[config.mk]
export PLATFORM = sky130hd
export DESIGN_NAME = spectral_peak_finder
export DESIGN_NICKNAME = d
export VERILOG_FILES = /design/src/hdl/spf_pkg.sv /design/src/hdl/spf_front.sv /design/src/hdl/spf_queue.sv /design/src/hdl/spf_back.sv /design/src/hdl/spectral_peak_finder.sv
export SDC_FILE = /design/constraint.sdc
export NUM_CORES = 2
export LEC_CHECK = 0
export ABC_AREA = 0
export BUFFER_PORTS_ARGS = -buffer_cell sky130_fd_sc_hd__buf_4
export CAP_MARGIN = 30
export CORE_ASPECT_RATIO = 1.1
export CORE_MARGIN = 1
export CORE_UTILIZATION = 60
export DETAILED_ROUTE_END_ITERATION = 10
export PLACE_DENSITY = 0.83
export RECOVER_POWER = 100
export REMOVE_ABC_BUFFERS = 1
export SLEW_MARGIN = 20
export SYNTH_ARGS = -nofsm -noshare
export SYNTH_HDL_FRONTEND = slang
export SYNTH_SLANG_ARGS = --single-unit
[constraint.sdc]
create_clock -name clk -period 21.2 [get_ports clk]
set_input_delay 0 -clock clk [delete_from_list [all_inputs] [get_ports clk]]
set_output_delay 0 -clock clk [all_outputs]
set_load 0.1 [all_outputs]
[src/hdl/spf_pkg.sv]
// ----------------------------------------------------------------------------
// Spectral peak finder package
// Shared constants and the job record passed from the front to the back.
// ----------------------------------------------------------------------------
package spf_pkg;

  localparam int NUM_BINS_DEF  = 16384;
  localparam int MAX_PEAKS_DEF = 12;
  localparam int FRAC_BITS_DEF = 8;
  localparam int QUEUE_DEPTH   = 4;

  localparam int MAG_W   = 17;
  localparam int SUM_W   = 31;
  localparam int WSUM_W  = 45;
  localparam int BIN_F_W = 14;
  localparam int WID_F_W = 15;
  localparam int NUM_F_W = 4;
  localparam int CEN_F_W = 22;

  localparam logic KIND_PEAK    = 1'b0;
  localparam logic KIND_SUMMARY = 1'b1;

  localparam logic CFG_ZERO_LEVEL = 1'b0;
  localparam logic CFG_PEAK_LEVEL = 1'b1;

  typedef struct packed {
    logic               kind;
    logic [NUM_F_W-1:0] num;
    logic [BIN_F_W-1:0] start_bin;
    logic [BIN_F_W-1:0] end_bin;
    logic [WID_F_W-1:0] width;
    logic [SUM_W-1:0]   sum;
    logic [WSUM_W-1:0]  wsum;
    logic [MAG_W-1:0]   max;
    logic [NUM_F_W-1:0] count;
  } spf_job_t;

  typedef struct packed {
    logic     valid;
    spf_job_t job;
  } spf_push_t;

endpackage

[src/hdl/spf_front.sv]
// ----------------------------------------------------------------------------
// Spectral peak finder front end
// Classifies each bin, tracks the open peak and its sums, and decides which
// peaks are kept; kept peaks and summaries are pushed as jobs.
// ----------------------------------------------------------------------------
module spf_front #(
  parameter int NUM_BINS  = spf_pkg::NUM_BINS_DEF,
  parameter int MAX_PEAKS = spf_pkg::MAX_PEAKS_DEF
) (
  input  logic                     clk,
  input  logic                     rst,
  input  logic                     cfg_write,
  input  logic                     cfg_index,
  input  logic [spf_pkg::MAG_W-1:0] cfg_data,
  input  logic                     take,
  input  logic [spf_pkg::MAG_W-1:0] magnitude,
  input  logic                     last_bin,
  output spf_pkg::spf_push_t       push_a,
  output spf_pkg::spf_push_t       push_b
);
  import spf_pkg::*;

  localparam int BIN_W  = $clog2(NUM_BINS);
  localparam int CNT_W  = $clog2(MAX_PEAKS + 1);
  localparam int PROD_W = BIN_W + MAG_W;

  logic [MAG_W-1:0]  zero_level;
  logic [MAG_W-1:0]  peak_level;
  logic              in_peak;
  logic [BIN_W-1:0]  bin_index;
  logic [BIN_W-1:0]  open_start;
  logic [BIN_W-1:0]  last_above_bin;
  logic [SUM_W-1:0]  running_sum;
  logic [WSUM_W-1:0] running_wsum;
  logic [SUM_W-1:0]  held_sum;
  logic [WSUM_W-1:0] held_wsum;
  logic [MAG_W-1:0]  running_max;
  logic [CNT_W-1:0]  kept_count;
  logic [BIN_W:0]    first_width;

  logic              active;
  logic              is_zero;
  logic              is_above;
  logic [PROD_W-1:0] prod;
  logic [SUM_W:0]    sum_ext;
  logic [WSUM_W:0]   wsum_ext;
  logic [SUM_W-1:0]  sum_acc;
  logic [WSUM_W-1:0] wsum_acc;
  logic [MAG_W-1:0]  max_acc;
  logic              closing;
  logic [BIN_W-1:0]  close_end;
  logic [SUM_W-1:0]  close_sum;
  logic [WSUM_W-1:0] close_wsum;
  logic [MAG_W-1:0]  close_max;
  logic [BIN_W:0]    close_width;
  logic              close_ok;
  logic              keep;
  logic [CNT_W-1:0]  count_next;

  assign active   = kept_count < CNT_W'(MAX_PEAKS);
  assign is_zero  = magnitude < zero_level;
  assign is_above = !is_zero && (magnitude >= peak_level);
  assign prod     = PROD_W'(bin_index) * PROD_W'(magnitude);
  assign sum_ext  = {1'b0, running_sum} + (SUM_W + 1)'(magnitude);
  assign wsum_ext = {1'b0, running_wsum} + (WSUM_W + 1)'(prod);
  assign sum_acc  = sum_ext[SUM_W] ? '1 : sum_ext[SUM_W-1:0];
  assign wsum_acc = wsum_ext[WSUM_W] ? '1 : wsum_ext[WSUM_W-1:0];
  assign max_acc  = (magnitude > running_max) ? magnitude : running_max;

  always_comb begin
    closing = active && in_peak && is_zero;
    if (magnitude >= peak_level) begin
      close_end  = bin_index;
      close_sum  = sum_acc;
      close_wsum = wsum_acc;
      close_max  = max_acc;
    end else begin
      close_end  = last_above_bin;
      close_sum  = held_sum;
      close_wsum = held_wsum;
      close_max  = running_max;
    end
    close_width = {1'b0, close_end} - {1'b0, open_start} + (BIN_W + 1)'(1);
    close_ok    = (close_end >= open_start) && ((close_end - open_start) > BIN_W'(1));
    keep        = closing && close_ok &&
                  ((kept_count == '0) || ({1'b0, close_width} < {first_width, 1'b0}));
    count_next  = keep ? kept_count + CNT_W'(1) : kept_count;

    push_a.valid         = take && keep;
    push_a.job.kind      = KIND_PEAK;
    push_a.job.num       = NUM_F_W'(kept_count);
    push_a.job.start_bin = BIN_F_W'(open_start);
    push_a.job.end_bin   = BIN_F_W'(close_end);
    push_a.job.width     = WID_F_W'(close_width);
    push_a.job.sum       = close_sum;
    push_a.job.wsum      = close_wsum;
    push_a.job.max       = close_max;
    push_a.job.count     = '0;

    push_b.valid         = take && last_bin;
    push_b.job           = '0;
    push_b.job.kind      = KIND_SUMMARY;
    push_b.job.count     = NUM_F_W'(count_next);
  end

  always_ff @(posedge clk) begin
    if (rst) begin
      zero_level     <= MAG_W'(655);
      peak_level     <= MAG_W'(32768);
      in_peak        <= 1'b0;
      bin_index      <= '0;
      open_start     <= '0;
      last_above_bin <= '0;
      running_sum    <= '0;
      running_wsum   <= '0;
      held_sum       <= '0;
      held_wsum      <= '0;
      running_max    <= '0;
      kept_count     <= '0;
      first_width    <= '0;
    end else begin
      if (cfg_write) begin
        case (cfg_index)
          CFG_ZERO_LEVEL: zero_level <= cfg_data;
          CFG_PEAK_LEVEL: peak_level <= cfg_data;
          default: ;
        endcase
      end
      if (take) begin
        if (last_bin) begin
          in_peak        <= 1'b0;
          bin_index      <= '0;
          open_start     <= '0;
          last_above_bin <= '0;
          running_sum    <= '0;
          running_wsum   <= '0;
          held_sum       <= '0;
          held_wsum      <= '0;
          running_max    <= '0;
          kept_count     <= '0;
          first_width    <= '0;
        end else begin
          if (bin_index < BIN_W'(NUM_BINS - 1)) begin
            bin_index <= bin_index + BIN_W'(1);
          end
          if (active) begin
            if (!in_peak) begin
              if (is_above) begin
                in_peak        <= 1'b1;
                open_start     <= bin_index;
                last_above_bin <= bin_index;
                running_sum    <= SUM_W'(magnitude);
                running_wsum   <= WSUM_W'(prod);
                held_sum       <= SUM_W'(magnitude);
                held_wsum      <= WSUM_W'(prod);
                running_max    <= magnitude;
              end
            end else if (!is_zero) begin
              running_sum  <= sum_acc;
              running_wsum <= wsum_acc;
              running_max  <= max_acc;
              if (is_above) begin
                last_above_bin <= bin_index;
                held_sum       <= sum_acc;
                held_wsum      <= wsum_acc;
              end
            end else begin
              in_peak    <= 1'b0;
              kept_count <= count_next;
              if (keep && (kept_count == '0)) begin
                first_width <= close_width;
              end
            end
          end
        end
      end
    end
  end

endmodule

[src/hdl/spf_queue.sv]
// ----------------------------------------------------------------------------
// Spectral peak finder job queue
// Short queue taking up to two jobs a cycle from the front and handing one
// job at a time to the back.
// ----------------------------------------------------------------------------
module spf_queue (
  input  logic               clk,
  input  logic               rst,
  input  spf_pkg::spf_push_t push_a,
  input  spf_pkg::spf_push_t push_b,
  input  logic               pop,
  output logic               full,
  output logic               empty,
  output spf_pkg::spf_job_t  head_job
);
  import spf_pkg::*;

  localparam int PTR_W = $clog2(QUEUE_DEPTH);

  spf_job_t         entries [QUEUE_DEPTH];
  logic [PTR_W-1:0] head;
  logic [PTR_W-1:0] tail;
  logic [PTR_W:0]   count;
  logic [PTR_W-1:0] tail_b;

  assign full     = count > (PTR_W + 1)'(QUEUE_DEPTH - 2);
  assign empty    = count == '0;
  assign head_job = entries[head];
  assign tail_b   = push_a.valid ? tail + PTR_W'(1) : tail;

  always_ff @(posedge clk) begin
    if (push_a.valid) begin
      entries[tail] <= push_a.job;
    end
    if (push_b.valid) begin
      entries[tail_b] <= push_b.job;
    end
  end

  always_ff @(posedge clk) begin
    if (rst) begin
      head  <= '0;
      tail  <= '0;
      count <= '0;
    end else begin
      tail  <= tail + PTR_W'(push_a.valid) + PTR_W'(push_b.valid);
      head  <= head + PTR_W'(pop);
      count <= count + (PTR_W + 1)'(push_a.valid) + (PTR_W + 1)'(push_b.valid)
               - (PTR_W + 1)'(pop);
    end
  end

endmodule

[src/hdl/spf_back.sv]
// ----------------------------------------------------------------------------
// Spectral peak finder back end
// Takes one job at a time, works out the centroid with a bit-serial
// restoring divider and holds the result beat until it is taken.
// ----------------------------------------------------------------------------
module spf_back #(
  parameter int FRAC_BITS = spf_pkg::FRAC_BITS_DEF
) (
  input  logic                        clk,
  input  logic                        rst,
  input  logic                        empty,
  input  spf_pkg::spf_job_t           head_job,
  output logic                        pop,
  output logic                        out_valid,
  input  logic                        out_stall,
  output logic                        result_kind,
  output logic [spf_pkg::NUM_F_W-1:0] peak_number,
  output logic [spf_pkg::BIN_F_W-1:0] start_bin,
  output logic [spf_pkg::BIN_F_W-1:0] end_bin,
  output logic [spf_pkg::WID_F_W-1:0] peak_width,
  output logic [spf_pkg::CEN_F_W-1:0] centroid_bin,
  output logic [spf_pkg::MAG_W-1:0]   peak_max,
  output logic [spf_pkg::NUM_F_W-1:0] peak_count,
  output logic                        last
);
  import spf_pkg::*;

  localparam int NUM_W  = WSUM_W + FRAC_BITS;
  localparam int STEP_W = $clog2(NUM_W);

  localparam logic [1:0] ST_IDLE = 2'd0;
  localparam logic [1:0] ST_DIV  = 2'd1;
  localparam logic [1:0] ST_OUT  = 2'd2;

  logic [1:0]        state;
  logic [STEP_W-1:0] step;
  spf_job_t          job;
  logic [NUM_W-1:0]  quot;
  logic [SUM_W-1:0]  rem;
  logic [SUM_W:0]    rem_sh;
  logic [SUM_W:0]    diff;
  logic              ge;

  assign pop    = (state == ST_IDLE) && !empty;
  assign rem_sh = {rem, quot[NUM_W-1]};
  assign diff   = rem_sh - {1'b0, job.sum};
  assign ge     = rem_sh >= {1'b0, job.sum};

  assign out_valid    = state == ST_OUT;
  assign result_kind  = job.kind;
  assign peak_number  = job.num;
  assign start_bin    = job.start_bin;
  assign end_bin      = job.end_bin;
  assign peak_width   = job.width;
  assign centroid_bin = quot[CEN_F_W-1:0];
  assign peak_max     = job.max;
  assign peak_count   = job.count;
  assign last         = job.kind == KIND_SUMMARY;

  always_ff @(posedge clk) begin
    if (rst) begin
      state <= ST_IDLE;
      step  <= '0;
    end else begin
      case (state)
        ST_IDLE: begin
          if (!empty) begin
            step <= STEP_W'(NUM_W - 1);
            if ((head_job.kind == KIND_SUMMARY) || (head_job.sum == '0)) begin
              state <= ST_OUT;
            end else begin
              state <= ST_DIV;
            end
          end
        end
        ST_DIV: begin
          step <= step - STEP_W'(1);
          if (step == '0) begin
            state <= ST_OUT;
          end
        end
        ST_OUT: begin
          if (!out_stall) begin
            state <= ST_IDLE;
          end
        end
        default: state <= ST_IDLE;
      endcase
    end
  end

  always_ff @(posedge clk) begin
    if (pop) begin
      job <= head_job;
      rem <= '0;
      if ((head_job.kind == KIND_SUMMARY) || (head_job.sum == '0)) begin
        quot <= '0;
      end else begin
        quot <= NUM_W'(head_job.wsum) << FRAC_BITS;
      end
    end else if (state == ST_DIV) begin
      quot <= {quot[NUM_W-2:0], ge};
      rem  <= ge ? diff[SUM_W-1:0] : rem_sh[SUM_W-1:0];
    end
  end

endmodule

[src/hdl/spectral_peak_finder.sv]
// A bin that closes a kept peak is pushed to the job queue; the back end pops the job
// when idle and shows the report once the one-bit-per-cycle centroid divider is done;
// a summary skips the divider. Throughput: one bin per cycle while the four-entry job
// queue has room for two jobs; the back end pops a job only once the last result is taken.
// Reset (rst, synchronous, active high) clears all peak state, empties the queue
// and loads zero_level 655 and peak_level 32768.
// ----------------------------------------------------------------------------
// Spectral peak finder
// Finds peaks in a stream of spectrum magnitudes and reports their extent,
// centroid and maximum, followed by a summary at the end of each spectrum.
// ----------------------------------------------------------------------------
module spectral_peak_finder #(
  parameter int NUM_BINS           = spf_pkg::NUM_BINS_DEF,
  parameter int MAX_PEAKS          = spf_pkg::MAX_PEAKS_DEF,
  parameter int CENTROID_FRAC_BITS = spf_pkg::FRAC_BITS_DEF
) (
  input  logic                        clk,
  input  logic                        rst,
  input  logic                        cfg_write,
  input  logic                        cfg_index,
  input  logic [spf_pkg::MAG_W-1:0]   cfg_data,
  input  logic                        in_valid,
  output logic                        in_stall,
  input  logic [spf_pkg::MAG_W-1:0]   magnitude,
  input  logic                        last_bin,
  output logic                        out_valid,
  input  logic                        out_stall,
  output logic                        result_kind,
  output logic [spf_pkg::NUM_F_W-1:0] peak_number,
  output logic [spf_pkg::BIN_F_W-1:0] start_bin,
  output logic [spf_pkg::BIN_F_W-1:0] end_bin,
  output logic [spf_pkg::WID_F_W-1:0] peak_width,
  output logic [spf_pkg::CEN_F_W-1:0] centroid_bin,
  output logic [spf_pkg::MAG_W-1:0]   peak_max,
  output logic [spf_pkg::NUM_F_W-1:0] peak_count,
  output logic                        last
);
  import spf_pkg::*;

  spf_push_t push_a;
  spf_push_t push_b;
  spf_job_t  head_job;
  logic      full;
  logic      empty;
  logic      pop;
  logic      take;

  assign in_stall = full;
  assign take     = in_valid && !full;

  spf_front #(
    .NUM_BINS  (NUM_BINS),
    .MAX_PEAKS (MAX_PEAKS)
  ) u_front (
    .clk       (clk),
    .rst       (rst),
    .cfg_write (cfg_write),
    .cfg_index (cfg_index),
    .cfg_data  (cfg_data),
    .take      (take),
    .magnitude (magnitude),
    .last_bin  (last_bin),
    .push_a    (push_a),
    .push_b    (push_b)
  );

  spf_queue u_queue (
    .clk      (clk),
    .rst      (rst),
    .push_a   (push_a),
    .push_b   (push_b),
    .pop      (pop),
    .full     (full),
    .empty    (empty),
    .head_job (head_job)
  );

  spf_back #(
    .FRAC_BITS (CENTROID_FRAC_BITS)
  ) u_back (
    .clk          (clk),
    .rst          (rst),
    .empty        (empty),
    .head_job     (head_job),
    .pop          (pop),
    .out_valid    (out_valid),
    .out_stall    (out_stall),
    .result_kind  (result_kind),
    .peak_number  (peak_number),
    .start_bin    (start_bin),
    .end_bin      (end_bin),
    .peak_width   (peak_width),
    .centroid_bin (centroid_bin),
    .peak_max     (peak_max),
    .peak_count   (peak_count),
    .last         (last)
  );

endmodule

### Yosys cells after proc, flatten, opt, wreduce, memory -nomap -nowiden

Memories as Yosys holds them, arrays and structs flattened. A register that Yosys moved wholly into a read port is not among the register bits.
Index checks and enable logic that the tools add are counted.
W data, S select, Z words.

| cells by class | value |
|---|---|
| $add $sub $neg | 16 |
| multipliers | 1 |
| div/mod/pow operators | 0 |
| $lt $le $gt $ge | 10 |
| equal/unequal tests | 7 |
| shift-type cells | 0 |
| muxes and demuxes | 75 |
| bitwise operators | 1 |
| reduce and logical (&&, ||, !) cells | 43 |

Operators with widths:

| kind | count |
|---|---|
| $mux W45 | 12 |
| $mux W31 | 13 |
| $mux W14 | 12 |
| $mux W53 | 3 |
| $mux W17 | 7 |
| $mux W15 | 5 |
| $add A45 B31 Y46 | 1 |
| $add A31 B17 Y32 | 1 |
| $ge A32 B31 Y1 | 1 |
| $logic_not A31 Y1 | 1 |
| $mul A14 B17 Y31 | 1 |
| $sub A31 B31 Y31 | 1 |
| $mux W4 | 5 |
| $ge A17 B17 Y1 | 1 |
| $gt A17 B17 Y1 | 1 |
| $lt A17 B17 Y1 | 1 |
| $lt A15 B16 Y1 | 1 |
| $reduce_bool A2 Y1 | 8 |
| $add A15 B1 Y15 const B | 1 |
| $sub A14 B14 Y15 | 1 |
| $add A14 B1 Y14 const B | 1 |
| $ge A14 B14 Y1 | 1 |
| $gt A14 B1 Y1 const B | 1 |
| $lt A14 B14 Y1 const B | 1 |
| 32 further kinds | 72 |

| word-level totals | value |
|---|---|
| register bits | 464 |
| latch bits | 0 |
| RAM bits | 580 |
| memory bits (read-only) | 0 |
| input bits | 41 |
| output and inout port bits | 94 |
| logic and storage cells | 182 |
| memories kept | 1 |

Memories:

| memory | words | width | read ports | clocked after memory_dff | wr ports | RTL line | RTL |
|---|---|---|---|---|---|---|---|
| u_queue.entries | 4 | 145 | 1 | 1 | 2 | spf_queue.sv:20 | `spf_job_t entries [QUEUE_DEPTH];` |

### Longest topological paths before layout

| logic depth | value |
|---|---|
| word-level depth | 13 |
| gate-level depth with buffers | 41 |
| gate-level depth less buffers | 37 |

### Hierarchy

Synthesis repeated with hierarchy kept, for this count alone.

| unflattened totals | value |
|---|---|
| cells, all modules | 5647 |
| area total of the unflattened synthesis | 64114.0 µm² |

Modules (own cells, without submodules):

| module | times used | cells an instance | area each (µm²) | sequential area each (µm²) |
|---|---|---|---|---|
| spf_queue | 1 | 1456 | 28534.9 | 17556.8 |
| spf_front | 1 | 3312 | 26101.3 | 5305.1 |
| spf_back | 1 | 878 | 9464.1 | 5375.2 |
| spectral_peak_finder | 1 | 1 | 13.8 | 0.0 |

### Least setup slack after synthesis

No wires, ideal clock.

| path | value |
|---|---|
| path type | register to register |
| from | register u_front.bin_index[6] |
| to | register u_front.held_wsum[16] |
| library setup time | 128 ps |
| arrival time | 8805 ps |
| required time | 21072 ps |
| setup slack | 12267 ps |
| cell stages (with the launch flop) | 38 |
| buffers on the path | 6 |
| clock period less this slack | 8933 ps |
| path through | dfxtp_1 > clkbuf_1 > buf_1 > nand2_1 > fa_1 > fa_1 > fa_1 > inv_1 > fa_1 > fa_1 > inv_1 > fa_1 > inv_1 > ha_1 > nand3_1 > a2111oi_0 > o211ai_1 > a31oi_1 > (+2 left out) > and2_1 > clkbuf_1 > nor2_1 > o21ba_2 > xnor2_1 > ha_1 > clkbuf_1 > and3_1 > and2_1 > a211o_1 > a21oi_1 > a21oi_1 > buf_2 > buf_2 > o21ai_0 > o21ai_0 > a22oi_1 > nor2_1 |

| on the way | value |
|---|---|
| longest elaborated chain between the ends | 8 |
| elaborated cells on any way between the ends | 9 |
| classes of those cells | 1 x add/sub; 1 x mul; 7 x mux |

Ends and longest elaborated chain:

| what | RTL line | RTL |
|---|---|---|
| start: declaration | spf_front.sv:30 | `logic [BIN_W-1:0] bin_index;` |
| start signal: assignment | spf_front.sv:144 | `bin_index <= bin_index + BIN_W'(1);` |
| $mul A14 B17 Y31 * | spf_front.sv:63 | `assign prod = PROD_W'(bin_index) * PROD_W'(magnitude);` |
| $add A45 B31 Y46 | spf_front.sv:65 | `assign wsum_ext = {1'b0, running_wsum} + (WSUM_W + 1)'(prod);` |
| $mux W45 | spf_front.sv:67 | `assign wsum_acc = wsum_ext[WSUM_W] ? '1 : wsum_ext[WSUM_W-1:0];` |
| $mux W45 | spf_front.sv:162 | `if (is_above) begin` |
| $mux W45 | spf_front.sv:158 | `end else if (!is_zero) begin` |
| $mux W45 * | spf_front.sv:147 | `if (!in_peak) begin` |
| $mux W45 * | spf_front.sv:146 | `if (active) begin` |
| $mux W45 * | spf_front.sv:130 | `if (last_bin) begin` |
| end signal: assignment | spf_front.sv:155 | `held_wsum <= WSUM_W'(prod);` |
| end signal: assignment | spf_front.sv:165 | `held_wsum <= wsum_acc;` |
| end: declaration | spf_front.sv:36 | `logic [WSUM_W-1:0] held_wsum;` |

Mark *: on every way between the ends. The rest lies on a longest branch, timed or not. The select of a mux whose other input is x is not followed.
A chain may end at the register's enable or synchronous reset.

==> results.md <==
* Status: finished, violations left
* Failing checks: max-capacitance violations, max-slew violations
* Worst-Skew Late Latency at 700 ps
* Routability cong. at 0.9514
* Drt via density at 6.246
* Pre-antenna DRT Iters at 8
* Clock skew at 37.31 ps
* Worst Setup Start Kind: flop
* Initial Utilization at 0.6073
* Placed wire-length estimate at 103.1 mm
* Most used cell, CP: inv_1
* Die Y at 329 microns
* CTS tree: built
* Minimum clock period at 15120 ps
* Worst-path clk slew at 60 ps
* Post-synth EDFFs at 169
* Total Nets Final at 7057
* Gr usage total at 0.3285
* Core footprint at 96040 sq um
* Worst r2r src: u_front.peak_level[6]
* Root Buffer Master: clkbuf_16
* Non-filler cells in the finished layout at 7899
* Reg2reg end: u_queue.entries[3][91]
* Setup TNS at 0 ps
* Reg2reg setup slack at 6080 ps
* Sequential area share after synthesis at 0.3873
* Post CTS Setup Buffer Count at 0
* Sw Ratio at 0.3845
* WL/cell at 20.72 microns
* Placed insts at 7641
* Syn avg cell area at 8.704 sq um
* Max-cap check violation count at 34
* Hold Path Class: primary input to flop
* DRC at 0
* Final Setup Violations at 0
* Critical-path maximum fanout at 59
* Post-synthesis mux area share at 0.06597
* Area Growth Syn to Fin at 7.836%
* Num Clock Sinks at 1044
* Combinational share of power at 0.300
* Gate Count Post-Synth at 6701
* Int Power at 0.003822 W
* Power share of the sequential group at 0.388
* Crit path largest cell delay at 2660 ps
* Slowest library cell on the worst path: clkbuf_1
* Async S/R FF share, synth at 0
* Worst vdd ir at 0.0001119 V
* Post-Syn Area at 58320 sq um
* P_sw at 0.002388 W
* Filler Cells Inserted at 7552
* Unrepaired setup endpoints after global routing: false
* Pwr Density at 98.73 nW/um^2
* H-tree depth at 3
* Largest family of logic cells by synthesized area: simple AND/OR/NAND/NOR gates
* CP Class: flop to flop
* First-pass GRT wire length at 259.8 mm
* Ys flop type: dfxtp_1
* Post-Synth Adder-Cell Area at 0.1273
* Final Hold Vio Count at 0
* Clock share of power at 0.312
* Initial antenna violation count at 1
* Slew Viols, Final at 1725
* Leakage dissipation at 24.35 nW
* Flip-flop and latch area at 22600 sq um
* Post-synthesis compound-gate area fraction at 0.1546
* Io pins at 135
* Library cells used by synthesis at 81
* Critical Path AT at 15490 ps
* FMAX at 0.06614 GHz
* Slew @ Worst Pin at 4221 ps
* DRT Wirelength at 163.6 mm
* Worst R2R Path Depth at 34
* Clk buf depth at 3
* Largest net degree at the start of global routing at 97
* Fin crit share at 0.7132
* Slew margin rel. at -1.814
* CP endpoint: u_queue.entries[3][91]
* Vias in the first global route at 48786
* Area of the multi-input gates at 31890 sq um
* CP startpoint: u_front.peak_level[6]
* Post-synthesis xor/xnor area fraction at 0.02102
* Final ANT Viol Nets at 0
* Vias at 49339
* Yosys reg bits at 1044
* Grt ovf at 0
* Setup crit end kind: flop
* DIE AREA at 98460 sq um
* # rows at 119
* Ys Warns at 0
* Number of buffers added on ports at 134
* Synth Area in Simple Gates at 0.1762
* Iter 0 DRT Violations at 5269
* Layout cells sized above 1 at 0.06382
* Crit path required time at 21570 ps
* Die width at 299.3 microns
* TritonCTS Buffers at 102
registers in the layout (all words and copies together), names as in the netlist, 31 cells and up:
register	cells
u_back.job	31
u_front.running_wsum	45
u_queue.entries	580
u_front.held_sum	31
u_back.rem	31
u_back.quot	53
u_front.held_wsum	45
u_front.running_sum	31
routing by layer:
metal / global-route usage / share of wire
met5: 0 / 0
met4: 0.1645 / 0.044
met3: 0.04993 / 0.091
met2: 0.5521 / 0.48
met1: 0.4126 / 0.39
cells in the mapped netlist, drive strengths merged, types with 7 or more instances:
master	instances	area share
nor3	74	0.0064
edfxtp	169	0.087
xor2	40	0.0060
ha	280	0.060
dfxtp	875	0.30
inv	390	0.025
o21a	35	0.0045
mux2i	57	0.0098
nor4	18	0.0019
a211oi	195	0.025
or3	20	0.0021
and3	46	0.0049
a22oi	32	0.0041
a31oi	38	0.0041
and4	10	0.0015
nand2b	30	0.0032
nor2b	43	0.0046
a211o	17	0.0026
a21boi	7	0.00090
nand2	1397	0.090
o41ai	7	0.0011
o21bai	17	0.0022
nand4	22	0.0024
mux4	145	0.056
xnor2	100	0.015
fa	196	0.067
a311oi	11	0.0017
nor3b	22	0.0028
o31ai	11	0.0015
a21oi	754	0.065
o21ai	173	0.015
a31o	7	0.0011
a21o	59	0.0076
nor2	545	0.035
nand3b	14	0.0018
and2	125	0.013
a22o	32	0.0048
o22ai	8	0.00086
o22a	7	0.0011
clkbuf	310	0.020
buf	220	0.022
nand3	51	0.0044
o211ai	16	0.0021
a2111oi	14	0.0021
cells in the final DEF (no fill, tap or decap), drive strengths merged, types with 74 or more instances in the layout:
cell type / count
clkbuf: 274
a211oi: 195
o21ai: 173
and2: 125
inv: 395
dfxtp: 875
nor2: 545
xnor2: 100
ha: 280
mux4: 145
nand2: 1397
nor3: 74
edfxtp: 169
a21oi: 754
fa: 196
timing repair:
item,CTS,global route
resized for setup,0,0
hold endpoints to repair,159,0
hold buffers,63,0
power by group through the flow:
stage / Sequential, W / Clock [W] / Combinational, W
floorplan: 0.00311 / 0 / 0.000722
global placement: 0.00243 / 0 / 0.00187
detailed placement: 0.00244 / 0 / 0.00190
CTS: 0.00240 / 0.00195 / 0.00192
global route: 0.00243 / 0.00203 / 0.00196
finish: 0.00241 / 0.00194 / 0.00186
critical path: cells and delay by family (launching register included):
kind	cells	cell delay (ps)
compound gates	12	2490
xor+xnor	1	600
fa+ha+maj	5	1540
buf+inv	9	7250
flops	1	330
mux	1	860
simple gates	6	1640
how the worst min path moves through the flow:
stage | startpoint | endpoint | slack [ps] | cells after the start
2_1_floorplan | rst | u_queue.tail[0] | 70 | 1
5_1_grt | cfg_data[8] | u_front.peak_level[8] | 130 | 4
4_1_cts | cfg_data[8] | u_front.peak_level[8] | 80 | 4
3_3_place_gp | cfg_data[2] | u_front.zero_level[2] | 210 | 2
6_report | cfg_data[8] | u_front.peak_level[8] | 140 | 4
3_5_place_dp | cfg_data[7] | u_front.zero_level[7] | 220 | 2
cells by family after synthesis:
group                      count (synthesis)
DFF                                     1044
xor gates and xnor gates                 140
AOI/OAI and AO/OA                       1488
adders and majority gates                476
buffers and inverters                    921
and+or+nand+nor                         2429
muxes                                    203
layout make-up:
type / instances / share of cell area
Multi-Input combinational cell: 4736 / 0.5070
Sequential cell: 1044 / 0.3593
Clock buffer: 145 / 0.04848
Antenna cell: 1 / 0.00003979
Timing Repair Buffer: 265 / 0.02749
Inverter: 391 / 0.02335
Tap cell: 1270 / 0.02526
Clock inverter: 47 / 0.009071
metrics by stage:
step / utilization / setup slack, ps / hold slack [ps] / power (W) / instance area [sq um]
final: 0.6549 / 6080 / 136.3 / 0.006210 / 62900
after global routing: 0.6549 / 5685 / 131.6 / 0.006424 / 62900
after CTS: 0.6604 / 11050 / 83.30 / 0.006271 / 63420
after detailed placement: 0.6162 / 11100 / 221.9 / 0.004341 / 59170
after global placement: 0.6154 / 11100 / 214.0 / 0.004299 / 59100
after floorplan: - / 2998 / 66.69 / 0.003837 / 55850
No activity file was read; power rests on OpenSTA's default activity.
